**config.mk**
```make
export PLATFORM = sky130hd
export DESIGN_NAME = kruskal_edge_filter_flat
export DESIGN_NICKNAME = d
export VERILOG_FILES = /design/src/rtl/core/kef_pkg.sv /design/src/rtl/core/kef_if.sv /design/src/rtl/core/kruskal_edge_filter.sv /design/src/rtl/core/kef_cell.sv /design/src/rtl/core/kef_group.sv /design/src/rtl/core/kef_apb.sv /design/src/flat_wrapper.sv
export SDC_FILE = /design/constraint.sdc
export NUM_CORES = 1
export LEC_CHECK = 0
export BUFFER_PORTS_ARGS = -buffer_cell sky130_fd_sc_hd__buf_2
export CELL_PAD_IN_SITES_DETAIL_PLACEMENT = 1
export CELL_PAD_IN_SITES_GLOBAL_PLACEMENT = 1
export CORE_MARGIN = 2
export CORE_UTILIZATION = 45
export CTS_CLUSTER_SIZE = 12
export DETAILED_ROUTE_END_ITERATION = 8
export GPL_TIMING_DRIVEN = 0
export PLACE_DENSITY_LB_ADDON = 0.1
export SYNTH_ARGS = -nofsm -noshare
export SYNTH_HDL_FRONTEND = slang
export SYNTH_SLANG_ARGS = --single-unit
export TNS_END_PERCENT = 100
```
**constraint.sdc**
```tcl
create_clock -name clk -period 3.3 [get_ports clk]
set_input_delay 0.165 -clock clk [delete_from_list [all_inputs] [get_ports clk]]
set_output_delay 0.165 -clock clk [all_outputs]
set_load 0.05 [all_outputs]
```
**src/rtl/core/kef_pkg.sv**
```systemverilog
package kef_pkg;

    // Graph size and field widths
    localparam int MAX_VERTICES  = 64;
    localparam int WEIGHT_BITS   = 16;
    localparam int VID_BITS      = $clog2(MAX_VERTICES);
    localparam int VC_BITS       = VID_BITS + 1;
    localparam int CNT_BITS      = 6;

    // Cell row organization: groups of cells chained inside, registered at the tail
    localparam int GROUP_BITS    = 3;
    localparam int GROUP_SIZE    = 1 << GROUP_BITS;
    localparam int NUM_GROUPS    = MAX_VERTICES / GROUP_SIZE;
    localparam int GRP_IDX_BITS  = VID_BITS - GROUP_BITS;

    // Register port
    localparam int APB_DATA_BITS = 32;
    localparam int APB_ADDR_BITS = 3;
    localparam int REG_IDX_BITS  = APB_ADDR_BITS - 2;
    localparam logic [REG_IDX_BITS-1:0] REG_VERTEX_COUNT = '0;

    // Result status codes
    typedef enum logic [1:0] {
        ST_ACCEPTED = 2'd0,
        ST_SAME     = 2'd1,
        ST_RANGE    = 2'd2,
        ST_END      = 2'd3
    } status_t;

    typedef struct packed {
        logic                   first;
        logic [VID_BITS-1:0]    from_vertex;
        logic [VID_BITS-1:0]    to_vertex;
        logic [WEIGHT_BITS-1:0] weight;
    } kef_in_t;

    typedef struct packed {
        logic                   accepted;
        status_t                status;
        logic [CNT_BITS-1:0]    tree_index;
        logic [VID_BITS-1:0]    edge_from;
        logic [VID_BITS-1:0]    edge_to;
        logic [WEIGHT_BITS-1:0] edge_weight;
    } kef_out_t;

    // Command broadcast from the controller to every cell
    typedef struct packed {
        logic                restart;
        logic                relabel;
        logic [VID_BITS-1:0] old_label;
        logic [VID_BITS-1:0] new_label;
        logic [VID_BITS-1:0] u;
        logic [VID_BITS-1:0] v;
    } kef_cmd_t;

    // Lookup value handed from cell to cell
    typedef struct packed {
        logic [VID_BITS-1:0] lu;
        logic [VID_BITS-1:0] lv;
    } kef_look_t;

endpackage

```
**src/rtl/core/kef_if.sv**
```systemverilog
// Edge input channel
interface kef_in_if;
    logic             valid;
    logic             ready;
    kef_pkg::kef_in_t data;

    modport source (output valid, output data, input ready);
    modport sink   (input valid, input data, output ready);
endinterface

// Result output channel
interface kef_out_if;
    logic              valid;
    logic              ready;
    kef_pkg::kef_out_t data;

    modport source (output valid, output data, input ready);
    modport sink   (input valid, input data, output ready);
endinterface

```
**src/rtl/core/kruskal_edge_filter.sv**
```systemverilog
// A result is registered after its edge passes S_LOOK and S_DECIDE (longer if the
// output is stalled). A new edge is taken in S_IDLE or as the last leaves S_DECIDE,
// set by the registered row lookup followed by the relabel broadcast to all cells.
// Reset: rst_n (async, active low) restores identity labels, tree count zero,
// vertex_count 64, no pending result. No clearing pass is needed.
module kruskal_edge_filter (
    input  logic                              clk,
    input  logic                              rst_n,
    input  logic                              psel,
    input  logic                              penable,
    input  logic                              pwrite,
    input  logic [kef_pkg::APB_ADDR_BITS-1:0] paddr,
    input  logic [kef_pkg::APB_DATA_BITS-1:0] pwdata,
    output logic [kef_pkg::APB_DATA_BITS-1:0] prdata,
    output logic                              pready,
    kef_in_if.sink                            edge_in,
    kef_out_if.source                         result_out
);

    typedef enum logic [1:0] {
        S_IDLE,
        S_LOOK,
        S_DECIDE
    } state_t;

    state_t                       state_reg, state_next;
    kef_pkg::kef_in_t             item_reg;
    logic [kef_pkg::CNT_BITS-1:0] count_reg;
    logic                         out_valid_reg;
    kef_pkg::kef_out_t            out_data_reg;

    logic [kef_pkg::VC_BITS-1:0]  vertex_count;
    logic [kef_pkg::VC_BITS-1:0]  n_sat;
    kef_pkg::kef_look_t           grp_look [kef_pkg::NUM_GROUPS];
    kef_pkg::kef_look_t           look;
    kef_pkg::kef_cmd_t            cmd;
    kef_pkg::status_t             status;
    logic                         join_tree;
    logic                         decide_fire;
    logic                         in_xfer;

    kef_apb u_apb (
        .clk          (clk),
        .rst_n        (rst_n),
        .psel         (psel),
        .penable      (penable),
        .pwrite       (pwrite),
        .paddr        (paddr),
        .pwdata       (pwdata),
        .prdata       (prdata),
        .pready       (pready),
        .vertex_count (vertex_count)
    );

    // Handshakes
    assign decide_fire   = (state_reg == S_DECIDE) && (!out_valid_reg || result_out.ready);
    assign edge_in.ready = (state_reg == S_IDLE) || decide_fire;
    assign in_xfer       = edge_in.valid && edge_in.ready;

    // Broadcast to the cell row
    always_comb
    begin
        cmd.restart   = in_xfer && edge_in.data.first;
        cmd.relabel   = decide_fire && join_tree;
        cmd.old_label = look.lv;
        cmd.new_label = look.lu;
        cmd.u         = item_reg.from_vertex;
        cmd.v         = item_reg.to_vertex;
    end

    for (genvar g = 0; g < kef_pkg::NUM_GROUPS; g++)
    begin : g_grp
        kef_group u_group (
            .clk     (clk),
            .rst_n   (rst_n),
            .grp_idx (kef_pkg::GRP_IDX_BITS'(g)),
            .cmd     (cmd),
            .look    (grp_look[g])
        );
    end

    // Merge the registered group results
    always_comb
    begin
        look = '0;
        for (int g = 0; g < kef_pkg::NUM_GROUPS; g++)
        begin
            look.lu = look.lu | grp_look[g].lu;
            look.lv = look.lv | grp_look[g].lv;
        end
    end

    // Classify the edge: end marker, then range, then labels
    always_comb
    begin
        n_sat = (vertex_count > kef_pkg::VC_BITS'(kef_pkg::MAX_VERTICES)) ?
                kef_pkg::VC_BITS'(kef_pkg::MAX_VERTICES) : vertex_count;
        priority if (item_reg.weight == '0)
        begin
            status = kef_pkg::ST_END;
        end
        else if ((kef_pkg::VC_BITS'(item_reg.from_vertex) >= n_sat) ||
                 (kef_pkg::VC_BITS'(item_reg.to_vertex) >= n_sat))
        begin
            status = kef_pkg::ST_RANGE;
        end
        else if (look.lu == look.lv)
        begin
            status = kef_pkg::ST_SAME;
        end
        else
        begin
            status = kef_pkg::ST_ACCEPTED;
        end
        join_tree = (status == kef_pkg::ST_ACCEPTED);
    end

    // Sequencer
    always_comb
    begin
        state_next = state_reg;
        unique case (state_reg)
            S_IDLE:
            begin
                if (in_xfer)
                begin
                    state_next = S_LOOK;
                end
            end
            S_LOOK:
            begin
                state_next = S_DECIDE;
            end
            S_DECIDE:
            begin
                if (decide_fire)
                begin
                    state_next = in_xfer ? S_LOOK : S_IDLE;
                end
            end
            default:
            begin
                state_next = S_IDLE;
            end
        endcase
    end

    always_ff @(posedge clk or negedge rst_n)
    begin
        if (!rst_n)
        begin
            state_reg     <= S_IDLE;
            item_reg      <= '0;
            count_reg     <= '0;
            out_valid_reg <= 1'b0;
            out_data_reg  <= '0;
        end
        else
        begin
            state_reg <= state_next;

            if (in_xfer)
            begin
                item_reg <= edge_in.data;
            end

            // A new graph overrides the increment of the edge finishing now
            if (in_xfer && edge_in.data.first)
            begin
                count_reg <= '0;
            end
            else if (decide_fire && join_tree)
            begin
                count_reg <= count_reg + 1'b1;
            end

            // Output register
            if (decide_fire)
            begin
                out_valid_reg            <= 1'b1;
                out_data_reg.accepted    <= join_tree;
                out_data_reg.status      <= status;
                out_data_reg.tree_index  <= join_tree ? count_reg : '0;
                out_data_reg.edge_from   <= item_reg.from_vertex;
                out_data_reg.edge_to     <= item_reg.to_vertex;
                out_data_reg.edge_weight <= item_reg.weight;
            end
            else if (result_out.ready)
            begin
                out_valid_reg <= 1'b0;
            end
        end
    end

    assign result_out.valid = out_valid_reg;
    assign result_out.data  = out_data_reg;

endmodule

```
**src/rtl/core/kef_cell.sv**
```systemverilog
module kef_cell (
    input  logic                         clk,
    input  logic                         rst_n,
    input  logic [kef_pkg::VID_BITS-1:0] cell_idx,
    input  kef_pkg::kef_cmd_t            cmd,
    input  kef_pkg::kef_look_t           chain_in,
    output kef_pkg::kef_look_t           chain_out
);

    logic                         written_reg;
    logic [kef_pkg::VID_BITS-1:0] label_reg;
    logic [kef_pkg::VID_BITS-1:0] label;
    logic                         hit;

    // Unwritten cell reads as its own index
    assign label = written_reg ? label_reg : cell_idx;
    assign hit   = cmd.relabel && !cmd.restart && (label == cmd.old_label);

    // Pass the lookup on, adding our label where the index matches
    assign chain_out.lu = chain_in.lu | ((cell_idx == cmd.u) ? label : '0);
    assign chain_out.lv = chain_in.lv | ((cell_idx == cmd.v) ? label : '0);

    always_ff @(posedge clk or negedge rst_n)
    begin
        if (!rst_n)
        begin
            written_reg <= 1'b0;
        end
        else if (cmd.restart)
        begin
            written_reg <= 1'b0;
        end
        else if (hit)
        begin
            written_reg <= 1'b1;
        end
    end

    always_ff @(posedge clk)
    begin
        if (hit)
        begin
            label_reg <= cmd.new_label;
        end
    end

endmodule

```
**src/rtl/core/kef_group.sv**
```systemverilog
module kef_group (
    input  logic                             clk,
    input  logic                             rst_n,
    input  logic [kef_pkg::GRP_IDX_BITS-1:0] grp_idx,
    input  kef_pkg::kef_cmd_t                cmd,
    output kef_pkg::kef_look_t               look
);

    kef_pkg::kef_look_t chain [kef_pkg::GROUP_SIZE+1];
    kef_pkg::kef_look_t look_reg;

    assign chain[0] = '0;

    // Cells in a row, each handing the lookup to its neighbor
    for (genvar k = 0; k < kef_pkg::GROUP_SIZE; k++)
    begin : g_cell
        kef_cell u_cell (
            .clk       (clk),
            .rst_n     (rst_n),
            .cell_idx  ({grp_idx, kef_pkg::GROUP_BITS'(k)}),
            .cmd       (cmd),
            .chain_in  (chain[k]),
            .chain_out (chain[k+1])
        );
    end

    // Register the tail of the row
    always_ff @(posedge clk)
    begin
        look_reg <= chain[kef_pkg::GROUP_SIZE];
    end

    assign look = look_reg;

endmodule

```
**src/rtl/core/kef_apb.sv**
```systemverilog
module kef_apb (
    input  logic                              clk,
    input  logic                              rst_n,
    input  logic                              psel,
    input  logic                              penable,
    input  logic                              pwrite,
    input  logic [kef_pkg::APB_ADDR_BITS-1:0] paddr,
    input  logic [kef_pkg::APB_DATA_BITS-1:0] pwdata,
    output logic [kef_pkg::APB_DATA_BITS-1:0] prdata,
    output logic                              pready,
    output logic [kef_pkg::VC_BITS-1:0]       vertex_count
);

    logic [kef_pkg::VC_BITS-1:0]      vertex_count_reg;
    logic [kef_pkg::REG_IDX_BITS-1:0] reg_idx;
    logic                             wr_xfer;

    assign reg_idx = paddr[kef_pkg::APB_ADDR_BITS-1:2];
    assign pready  = 1'b1;
    assign wr_xfer = psel && penable && pwrite;

    // Vertex count register
    always_ff @(posedge clk or negedge rst_n)
    begin
        if (!rst_n)
        begin
            vertex_count_reg <= kef_pkg::VC_BITS'(kef_pkg::MAX_VERTICES);
        end
        else if (wr_xfer && (reg_idx == kef_pkg::REG_VERTEX_COUNT))
        begin
            vertex_count_reg <= pwdata[kef_pkg::VC_BITS-1:0];
        end
    end

    // Read back
    always_comb
    begin
        prdata = '0;
        if (reg_idx == kef_pkg::REG_VERTEX_COUNT)
        begin
            prdata = kef_pkg::APB_DATA_BITS'(vertex_count_reg);
        end
    end

    assign vertex_count = vertex_count_reg;

endmodule

```
**src/flat_wrapper.sv**
```systemverilog
// flat-port wrapper written by rule: the top's interface ports become plain ports
module kruskal_edge_filter_flat 
  (clk, rst_n, psel, penable, pwrite, paddr, pwdata, prdata, pready, edge_in_valid, edge_in_data, edge_in_ready, result_out_valid, result_out_data, result_out_ready);
  kef_in_if edge_in_i ();
  kef_out_if result_out_i ();
  input  logic clk;
  input  logic rst_n;
  input  logic psel;
  input  logic penable;
  input  logic pwrite;
  input  logic [kef_pkg::APB_ADDR_BITS-1:0] paddr;
  input  logic [kef_pkg::APB_DATA_BITS-1:0] pwdata;
  output logic [kef_pkg::APB_DATA_BITS-1:0] prdata;
  output logic pready;
  input wire logic [$bits(edge_in_i.valid)-1:0] edge_in_valid;
  input wire logic [$bits(edge_in_i.data)-1:0] edge_in_data;
  output wire logic [$bits(edge_in_i.ready)-1:0] edge_in_ready;
  output wire logic [$bits(result_out_i.valid)-1:0] result_out_valid;
  output wire logic [$bits(result_out_i.data)-1:0] result_out_data;
  input wire logic [$bits(result_out_i.ready)-1:0] result_out_ready;
  assign edge_in_i.valid = edge_in_valid;
  assign edge_in_i.data = edge_in_data;
  assign edge_in_ready = edge_in_i.ready;
  assign result_out_valid = result_out_i.valid;
  assign result_out_data = result_out_i.data;
  assign result_out_i.ready = result_out_ready;
  kruskal_edge_filter u_core (.clk(clk), .rst_n(rst_n), .psel(psel), .penable(penable), .pwrite(pwrite), .paddr(paddr), .pwdata(pwdata), .prdata(prdata), .pready(pready), .edge_in(edge_in_i), .result_out(result_out_i));
endmodule
```
Word level (Yosys, flattened, before mapping) --
Cells that the tools add are included.
Word-level totals: word-level logic and storage cells 966, register bits after elaboration 625, input port bits 71
Cells by class: muxes and demuxes 334, magnitude comparators 3, bitwise logic cells 127, add/subtract/negate cells 1, reduce and logical (&&, ||, !) cells 149, eq/ne operators 195
Operator list (count):
- $mux 6 | 195
- $or 6x6->6 | 126
- $eq 6x6->1 | 65
- $eq 6x6->1 const A | 64
- $eq 5x6->1 const A | 32
- $mux 1 | 132
- $reduce_bool 2->1 | 66
- $eq 4x6->1 const A | 16
- $logic_and 1x1->1 | 72
- $eq 3x6->1 const A | 8
- $eq 2x6->1 const A | 4
- $logic_not 16->1 | 1
- $ge 6x7->1 | 2
- $mux 7 | 2
- $eq 1x6->1 const A | 2
- $logic_not 6->1 | 2
- $mux 2 | 4
- $gt 7x7->1 const B | 1
- $add 6x1->6 const B | 1
- $pmux 2 s3 | 1
- $logic_not 2->1 | 2
- $ne 2x1->1 const B | 2
- $logic_or 1x1->1 | 3
- $eq 2x1->1 const B | 1
- 4 further kinds | 5

Depth between registers and ports, before layout --
Gate-level depths: netlist of run 1.
depth in word-level cells 17, depth in mapped cells 11, gate-level depth less buffers 8

Hierarchy --
A second synthesis of run 1 with hierarchy kept.
Unflattened totals: cells, all modules 3961, area, all modules 43715.7 um2
Modules (own cells, without submodules):
- kef_cell | instances 64, area each 588.1 um2, seq. area each 205.2 um2, cells an instance 54
- kruskal_edge_filter | instances 1, area each 3554.7 um2, seq. area each 1851.8 um2, cells an instance 343
- kef_group | instances 8, area each 247.7 um2, seq. area each 240.2 um2, cells an instance 14
- kef_apb | instances 1, area each 543.0 um2, seq. area each 176.4 um2, cells an instance 50

Least setup slack after synthesis of run 1 --
Ideal clock, no wire load.
path kind flip-flop to flip-flop, from register u_core.g_grp[1].u_group.look_reg (netlist bit u_core.g_grp[1].u_group.look[10]), to register u_core.g_grp[2].u_group.g_cell[2].u_cell.label_reg[0] (netlist name) (enable), required time 2914 ps, arrival time 2958 ps, slack -44 ps, buffers on the path 2, library setup time 386 ps, stages on the path, launching flop included 9, period minus slack after synthesis 3344 ps, cell sequence dfxtp_1 nor4_1 nand2_1 xnor2_1 or4_1 buf_2 nand2_4 buf_6 nor4_1
RTL lines:
- from (decl) | RTL line kef_group.sv:10 | kef_pkg::kef_look_t look_reg;
- from (signal assigned) | RTL line kef_group.sv:30 | look_reg <= chain[kef_pkg::GROUP_SIZE];
- to (signal assigned) | RTL line kef_cell.sv:43 | label_reg <= cmd.new_label;
- to (decl) | RTL line kef_cell.sv:11 | logic [kef_pkg::VID_BITS-1:0] label_reg;

Worst setup path in the final report of run 1 --
from register u_core.g_grp[0].u_group.look_reg (netlist bit u_core.g_grp[0].u_group.look[3]), to register u_core.g_grp[1].u_group.g_cell[7].u_cell.label_reg[3] (netlist name) (enable)
On the way: word-level cells in the longest chain between the ends 15, elaborated cells between the ends (all ways) 16, those cells by class 2 x eq/ne; 3 x mux; 7 x bitwise; 4 x reduce/logical
RTL lines:
- from (decl) | RTL line kef_group.sv:10
- from (signal assigned) | RTL line kef_group.sv:30
- $or 6x6->6 (*) (7 in series) | RTL line kruskal_edge_filter.sv:89 | look.lv = look.lv | grp_look[g].lv;
- $eq 6x6->1 | RTL line kruskal_edge_filter.sv:107 | else if (look.lu == look.lv)
- $mux 1 | RTL line kruskal_edge_filter.sv:107
- $mux 2 | RTL line kruskal_edge_filter.sv:102 | else if ((kef_pkg::VC_BITS'(item_reg.from_vertex) >= n_sat) ||
- $mux 2 | RTL line kruskal_edge_filter.sv:98 | priority if (item_reg.weight == '0)
- $logic_not 2->1 | RTL line kruskal_edge_filter.sv:115 | join_tree = (status == kef_pkg::ST_ACCEPTED);
- $logic_and 1x1->1 | RTL line kruskal_edge_filter.sv:64 | cmd.relabel = decide_fire && join_tree;
- $logic_and 1x1->1 | RTL line kef_cell.sv:17 | assign hit = cmd.relabel && !cmd.restart && (label == cmd.old_label);
- $logic_and 1x1->1 (*) | RTL line kef_cell.sv:17
- named net u_core.g_grp[1].u_group.g_cell[7].u_cell.hit | RTL line kef_cell.sv:13 | logic hit;
- to (signal assigned) | RTL line kef_cell.sv:43
- to (decl) | RTL line kef_cell.sv:11
The timed path passes the listed nets; every way through them passes the cells marked *. A chain may end at the register's enable or synchronous reset.

==> impl_metrics.ini, run 1 <==
[sta]
slew_headroom = 0.03233
min_period_ns = 3.313
fmax_ghz = 0.3019
fin_skew_ns = 0.02684
finalSetupViolCount = 12
drv_slew = 0
worst_slew_pin_slew_ns = 1.452
fin_ws_ns = -0.01285
hold_viol_final = 0
min_period_over_period = 1.004

[placement]
io_buffers = 89
pre_cts_ws_ns = -1.767
dp_hpwl_um = 108000
place_congestion = 1.039

[global_route]
overflow = 0
grt_use_total = 0.4234
grt_start_max_net_pins = 76
grt_pass1_wl_um = 219800
antenna_found_initial = 11
grt_pass1_vias = 29190

[synth]
synth-simple-area-share = 0.1952
ys_seq_area_frac = 0.5289
async_flop_share = 0.2320
netlist.area_leader.share = 0.3570
synth_edf_count = 384
synthAdderAreaFrac = 0.005036
syn_area_per_cell_um2 = 10.62
yosysTopAreaCell = edfxtp_1
synthCells = 3041
synth_flop_cell = edfxtp_1
ys_ff_latch = 625
synthMuxAreaShare = 0.01216
synth_top_family_by_area = simple AND/OR/NAND/NOR gates
yosys_warnings = 0
synth-xor-area-share = 0.08623
synth_compound_area_frac = 0.1440
synth.cell_area_mm2 = 0.03230
ys_types = 70
synth_area_leaders = edfxtp_1 (36%), dfrtp_1 (11%), xnor2_1 (8.6%)

[critical_path]
cp_top_family = simple AND/OR/NAND/NOR gates
crit_chain = or4_1 -> nor2_4 -> buf_4 -> xnor2_2 -> or4_1 -> buf_6 -> nand2_4 -> buf_12 -> buf_16 -> nor3_4
cpPeakStageDelay_ns = 0.69
slowest_stage = or4_1
crit_top_cell = or4_1
worst-setup-path-type = reg2reg
required_ns = 3.59
crit_fanout = 10
path_buf_inv = 4
crit_path_end_kind = flop
arrival_ns = 3.61
startpoint_type = flop

[route]
drc = 0
via_per_inst = 6.846
dr.pass1.iters = 5
num_vias = 29580
antenna_left = 0
detail_route.wirelength_um = 159600
wl_per_cell_um = 36.95
drt-initial-drc-count = 4173

[cts]
cts_sinks = 625
cts_root_buf = clkbuf_16
cts_tree = yes
htree_levels = 3
cts_buffers = 74
clk-insertion-delay-late_ns = 0.65
path_clk_slew_ns = 0.06
cts_max_path_buffers = 3

[run]
drv_cap = 0

[layout]
nets = 3386
nFillCells = 7615
largest_reg_flops = 384
fin_util = 0.5393
drive_gt1_frac = 0.1517
area_delta_synth_final_pct = 18.96

[power]
swShare = 0.4640
power_frac_clock = 0.229
intPower_w = 0.01964
p_leak_nw = 12.98
power.density_mw_per_mm2 = 953.5
p_sw_w = 0.01700
peakVddDrop_mv = 1.000
power_frac_seq = 0.286
combPwrFrac = 0.485

[outcome]
status = complete, but fails checks
violations = setup timing

[die]
rows = 98
ios = 143
die_h_um = 271.9
core_mm2 = 0.07124
fp.dieArea_mm2 = 0.07393
start_util = 0.4534
dieWidth_um = 271.9

[hold_path]
min_path_type = in2reg
[per-layer routing]
metal  global-route usage  routed length (um)
met5                    0                  92
met4               0.2828               12570
met3               0.1091               17690
met2               0.6262               68140
met1               0.5487               61150
[cells by family (layout without fill, tap and decap cells)]
logic type / Yosys count / after routing
compound gates: 593 / 593
xor+xnor: 318 / 318
fa+ha+maj: 13 / 13
flops: 625 / 625
other cells: 2 / 33
buf+inv: 195 / 492
simple gates: 1260 / 1261
mux: 35 / 35
[stage by stage]
| step | total power, W | setup TNS (ns) | instances | hold slack, ns | area, um2 |
|---|---|---|---|---|---|
| 2_1_floorplan | 0.01883 | 0 | 3065 | -0.1306 | 32390 |
| 3_3_place_gp | 0.02499 | -1607.84 | 4104 | 0.3973 | 34030 |
| 3_5_place_dp | 0.02622 | -649.82 | 4112 | 0.1984 | 34310 |
| 4_1_cts | 0.03553 | 0 | 4303 | 0.03460 | 38100 |
| 5_1_grt | 0.03713 | -0.1731 | 4315 | 0.05466 | 38410 |
| 6_report | 0.03664 | -0.09826 | 4320 | 0.03642 | 38420 |
[layout make-up]
cell class	instances	area (um2)	area share
Tap cell	950	1189	0.03094
Clock buffer	107	2108	0.05487
Antenna cell	7	17.52	0.0004559
Buffer	189	1199	0.03120
Inverter	4	15.01	0.0003908
Clock inverter	30	325.3	0.008467
Multi-Input combinational cell	2246	15210	0.3959
Sequential cell	625	17080	0.4446
Timing Repair Buffer	162	1272	0.03312
[synth_stat cells (all sizes together) (6+ instances only)]
master and instances:
or2 11, o21ai 58, nand2b 202, nand4 178, o31ai 15, dfrtp 144, nand2 308, nor2b 22
o211ai 12, xnor2 318, a211oi 6, a31oi 19, and2 56, mux2 34, a32oi 222, a22o 13
nor3 35, dfxtp 96, o22ai 13, clkbuf 109, a21oi 34, a2bb2oi 9, or4 14, a22oi 133
nand3 35, or3 8, ha 13, edfxtp 384, buf 82, a32o 7, and3 16, a311oi 6
o2111ai 7, nor2 321, nor4 43
[tightest hold or removal path: cells and delay by family]
family / cells / cell delay, ns
AO/OA/AOI/OAI: 1 / 0.09
multiplexers: 1 / 0.23
buffers and inverters: 2 / 0.16
[path summary, 6_finish.rpt]
path / to / depth (start not counted) / slack, ns / from
min: u_core.cmd[11] / 4 / 0.04 / edge_in_valid
max reg2reg: flop / 10 / -0.01 / u_core.g_grp[0].u_group.look[3]
min reg2reg: u_core.result_out.data[8] / 2 / 0.47 / u_core.result_out.data[8]
min in group asynchronous: u_core.item_reg[1] / 2 / 0.10 / rst_n
max in group asynchronous: asynchronous set/reset pin / 3 / 2.16 / rst_n
max: flop / 10 / -0.01 / u_core.g_grp[0].u_group.look[3]
[repair_timing]
item | 4_1_cts | 5_1_grt
setup buffers | 17 | 11
gates resized for setup | 200 | 61
pin swaps | 18 | 17
hold endpoints to repair | 111 | 0
hold buffers | 37 | 0
gates cloned | 1 | 0
setup endpoints to repair | 462 | 444
[placed cells by master (no fill, tap or decap), types with 13 or more instances in the layout]
| cell type | instances |
|---|---|
| o21ai_0 | 52 |
| nor2_2 | 16 |
| a21oi_1 | 34 |
| conb_1 | 26 |
| a22o_1 | 13 |
| a22oi_1 | 133 |
| buf_6 | 13 |
| nand2b_1 | 202 |
| dlygate4sd3_1 | 37 |
| nor3_4 | 14 |
| clkbuf_8 | 13 |
| xnor2_1 | 316 |
| nand3_1 | 35 |
| edfxtp_1 | 384 |
| nor2b_1 | 22 |
| nor4_1 | 18 |
| nand4_1 | 178 |
| nor2_4 | 23 |
| nand2_1 | 300 |
| nor3_1 | 17 |
| clkbuf_16 | 77 |
| o22ai_1 | 13 |
| mux2_2 | 34 |
| nor2_1 | 282 |
| and3_1 | 15 |
| dfrtp_1 | 144 |
| dfxtp_1 | 95 |
| buf_4 | 70 |
| clkbuf_1 | 102 |
| and2_1 | 56 |
| a31oi_1 | 19 |
| buf_2 | 99 |
| nor4_4 | 15 |
| a32oi_1 | 222 |
| ha_1 | 13 |
[power by group through the flow]
stage	clock network, W	logic (W)	registers, W
3_5_place_dp	0	0.0157	0.0105
3_3_place_gp	0	0.0145	0.0105
5_1_grt	0.00867	0.0180	0.0105
6_report	0.00839	0.0178	0.0105
2_1_floorplan	0	0.00776	0.0111
4_1_cts	0.00839	0.0167	0.0104
Note: power is estimated with default switching activity, not from simulation.
==> run 2: changes to the inputs <==
CORE_UTILIZATION = 47   (was 45)
SYNTH_HIERARCHICAL = 1   (was not set)
==> impl_metrics.ini, run 2 <==
[sta]
drv_slew = 0
worst_slew_pin_slew_ns = 1.235
min_period_over_period = 1.346
finalSetupViolCount = 488
rsz0062_at_grt = yes
slew_headroom = 0.1739
fin_ws_ns = -1.141
fin_skew_ns = 0.09635
min_period_ns = 4.441
fmax_ghz = 0.2252
hold_viol_final = 0
fin_tns_setup_ns = -395.07

[cts]
path_clk_slew_ns = 0.07
cts_root_buf = clkbuf_16
htree_levels = 3
cts_max_path_buffers = 3
clk-insertion-delay-late_ns = 0.72
cts_sinks = 625
cts_buffers = 76
cts_tree = yes

[synth]
synth_edf_count = 384
synth-simple-area-share = 0.08566
async_flop_share = 0.2320
yosysTopAreaCell = edfxtp_1
synthCells = 3961
synthMuxAreaShare = 0.09643
ys_seq_area_frac = 0.3908
netlist.area_leader.share = 0.2638
synth-xor-area-share = 0.2312
ys_top_cells_by_count = xor2_1 (832), o21bai_1 (768), edfxtp_1 (384), mux2i_1 (384), xnor2_1 (322)
synth_area_leaders = edfxtp_1 (26%), xor2_1 (17%), o21bai_1 (13%)
syn_area_per_cell_um2 = 11.04
synth.cell_area_mm2 = 0.04372
yosys_warnings = 6
ys_types = 51
synth_flop_cell = edfxtp_1
synth_compound_area_frac = 0.1624
ys_ff_latch = 625
synth_top_family_by_area = XOR/XNOR gates
synthAdderAreaFrac = 0.003721
yosys.cell_count.top_type = xor2_1

[die]
rows = 111
dieWidth_um = 309.0
fp.dieArea_mm2 = 0.09547
start_util = 0.4755
core_mm2 = 0.09194
ios = 143
die_h_um = 309.0

[power]
peakVddDrop_mv = 0.4074
combPwrFrac = 0.331
power_frac_clock = 0.330
intPower_w = 0.01664
power.density_mw_per_mm2 = 462.7
total_power_w = 0.02707
swShare = 0.3854
power_frac_seq = 0.339
p_sw_w = 0.01043
p_leak_nw = 21.00

[critical_path]
arrival_ns = 4.79
startpoint_type = flop
worst-setup-path-type = reg2reg
crit_path_end_kind = flop
crit_chain = buf_16 -> ha_1 -> a211oi_4 -> a31oi_4 -> or4bb_4 -> nor2_4 -> buf_12 -> buf_12 -> buf_4 -> buf_16 -> nor2b_1 -> nand4_1 -> nor3_4 -> buf_6
crit_fanout = 19
cpPeakStageDelay_ns = 0.61
slowest_stage = a211oi_4
path_buf_inv = 6
required_ns = 3.65
cp_top_family = simple AND/OR/NAND/NOR gates

[global_route]
overflow = 0
antenna_found_initial = 15
grt_start_max_net_pins = 83
grt_pass1_wl_um = 265000
grt_use_total = 0.3747
grt_pass1_vias = 41680

[route]
dr.pass1.iters = 7
via_per_inst = 5.577
drc = 0
antenna_left = 0
drt-initial-drc-count = 3582
detail_route.wirelength_um = 194800
num_vias = 39170
wl_per_cell_um = 27.74

[layout]
fin_util = 0.6363
drive_gt1_frac = 0.1533
final_cells = 7023
largest_reg_flops = 384
nets = 5796
area_delta_synth_final_pct = 33.82
nFillCells = 10160
final_common_cell = conb_1
final_cell_mix = conb_1 (1,274), xor2_1 (832), o21bai_1 (761)

[placement]
dp_hpwl_um = 94900
place_congestion = 0.8544
io_buffers = 89
dp.cells = 6576

[run]
drv_cap = 0

[outcome]
status = complete, but fails checks
violations = setup timing

[hold_path]
min_path_type = in2async
run 2: final cells by class:
class | instances | area [um2] | area share
well taps | 1243 | 1555 | 0.02659
inverters | 67 | 251.5 | 0.004299
multi-input cells | 4421 | 31550 | 0.5393
plain buffers | 103 | 982.2 | 0.01679
repair buffers | 418 | 4483 | 0.07663
clock buffers | 105 | 2238 | 0.03826
clock inverters | 33 | 295.3 | 0.005048
flip-flops and latches | 625 | 17130 | 0.2928
diodes | 8 | 20.02 | 0.0003422
run 2: routing by layer:
layer  GRT usage  share of wire  wire length (um)  up-vias
met4      0.2335          0.080             15590        8
li1            -              -                 -    16620
met5           0        0.00028                55        -
met1      0.4376           0.37             71770    19390
met3     0.07050          0.090             17570     1014
met2      0.6352           0.46             89840     2139
run 2: kinds of logic after synthesis:
family	after synthesis
AND/OR/NAND/NOR	689
flip-flops	625
AO/OA/AOI/OAI	872
XOR/XNOR	1154
buffers and inverters	171
adder cells (fa/ha/maj)	13
other	20
multiplexers	417
run 2: power by group through the flow:
stage	clock network (W)	logic (W)	registers (W)
4_1_cts	0.00873	0.00804	0.00904
3_5_place_dp	0	0.00647	0.00989
5_1_grt	0.00927	0.00931	0.00917
6_report	0.00893	0.00897	0.00917
2_1_floorplan	0	0.00385	0.0103
3_3_place_gp	0	0.00549	0.0104
run 2: path summary, 6_finish.rpt:
kind	start	endpoint	slack [ns]	cells after the start
worst min-delay path	rst_n	u_core/result_out.data[2]	0.03	2
worst max register to register	u_core/cmd[10]	flop	-1.14	14
max in group asynchronous	rst_n	asynchronous set/reset pin	2.05	3
worst max-delay path	u_core/cmd[10]	flop	-1.14	14
min in group clk	edge_in_valid	u_core/item_reg[0]	0.12	4
worst min register to register	u_core/result_out.data[5]	u_core/result_out.data[5]	0.50	2
run 2: what timing repair did:
| action | in CTS | in global routing |
|---|---|---|
| hold buffers | 44 | 0 |
| pin swaps | 68 | 83 |
| cloned | 11 | 0 |
| hold endpoints to repair | 99 | 0 |
| setup endpoints to repair | 532 | 535 |
| setup buffers | 210 | 48 |
| resized for setup | 108 | 108 |
run 2: stage by stage:
step	cell area (um2)	setup slack, ns	hold slack (ns)
floorplan	49220	-0.5527	-0.1306
global placement	51220	-4.454	0.3805
detailed placement	52070	-1.946	0.1884
CTS	57670	-0.3422	0.09013
global route	58490	-1.125	0.08257
finish	58500	-1.141	0.03086
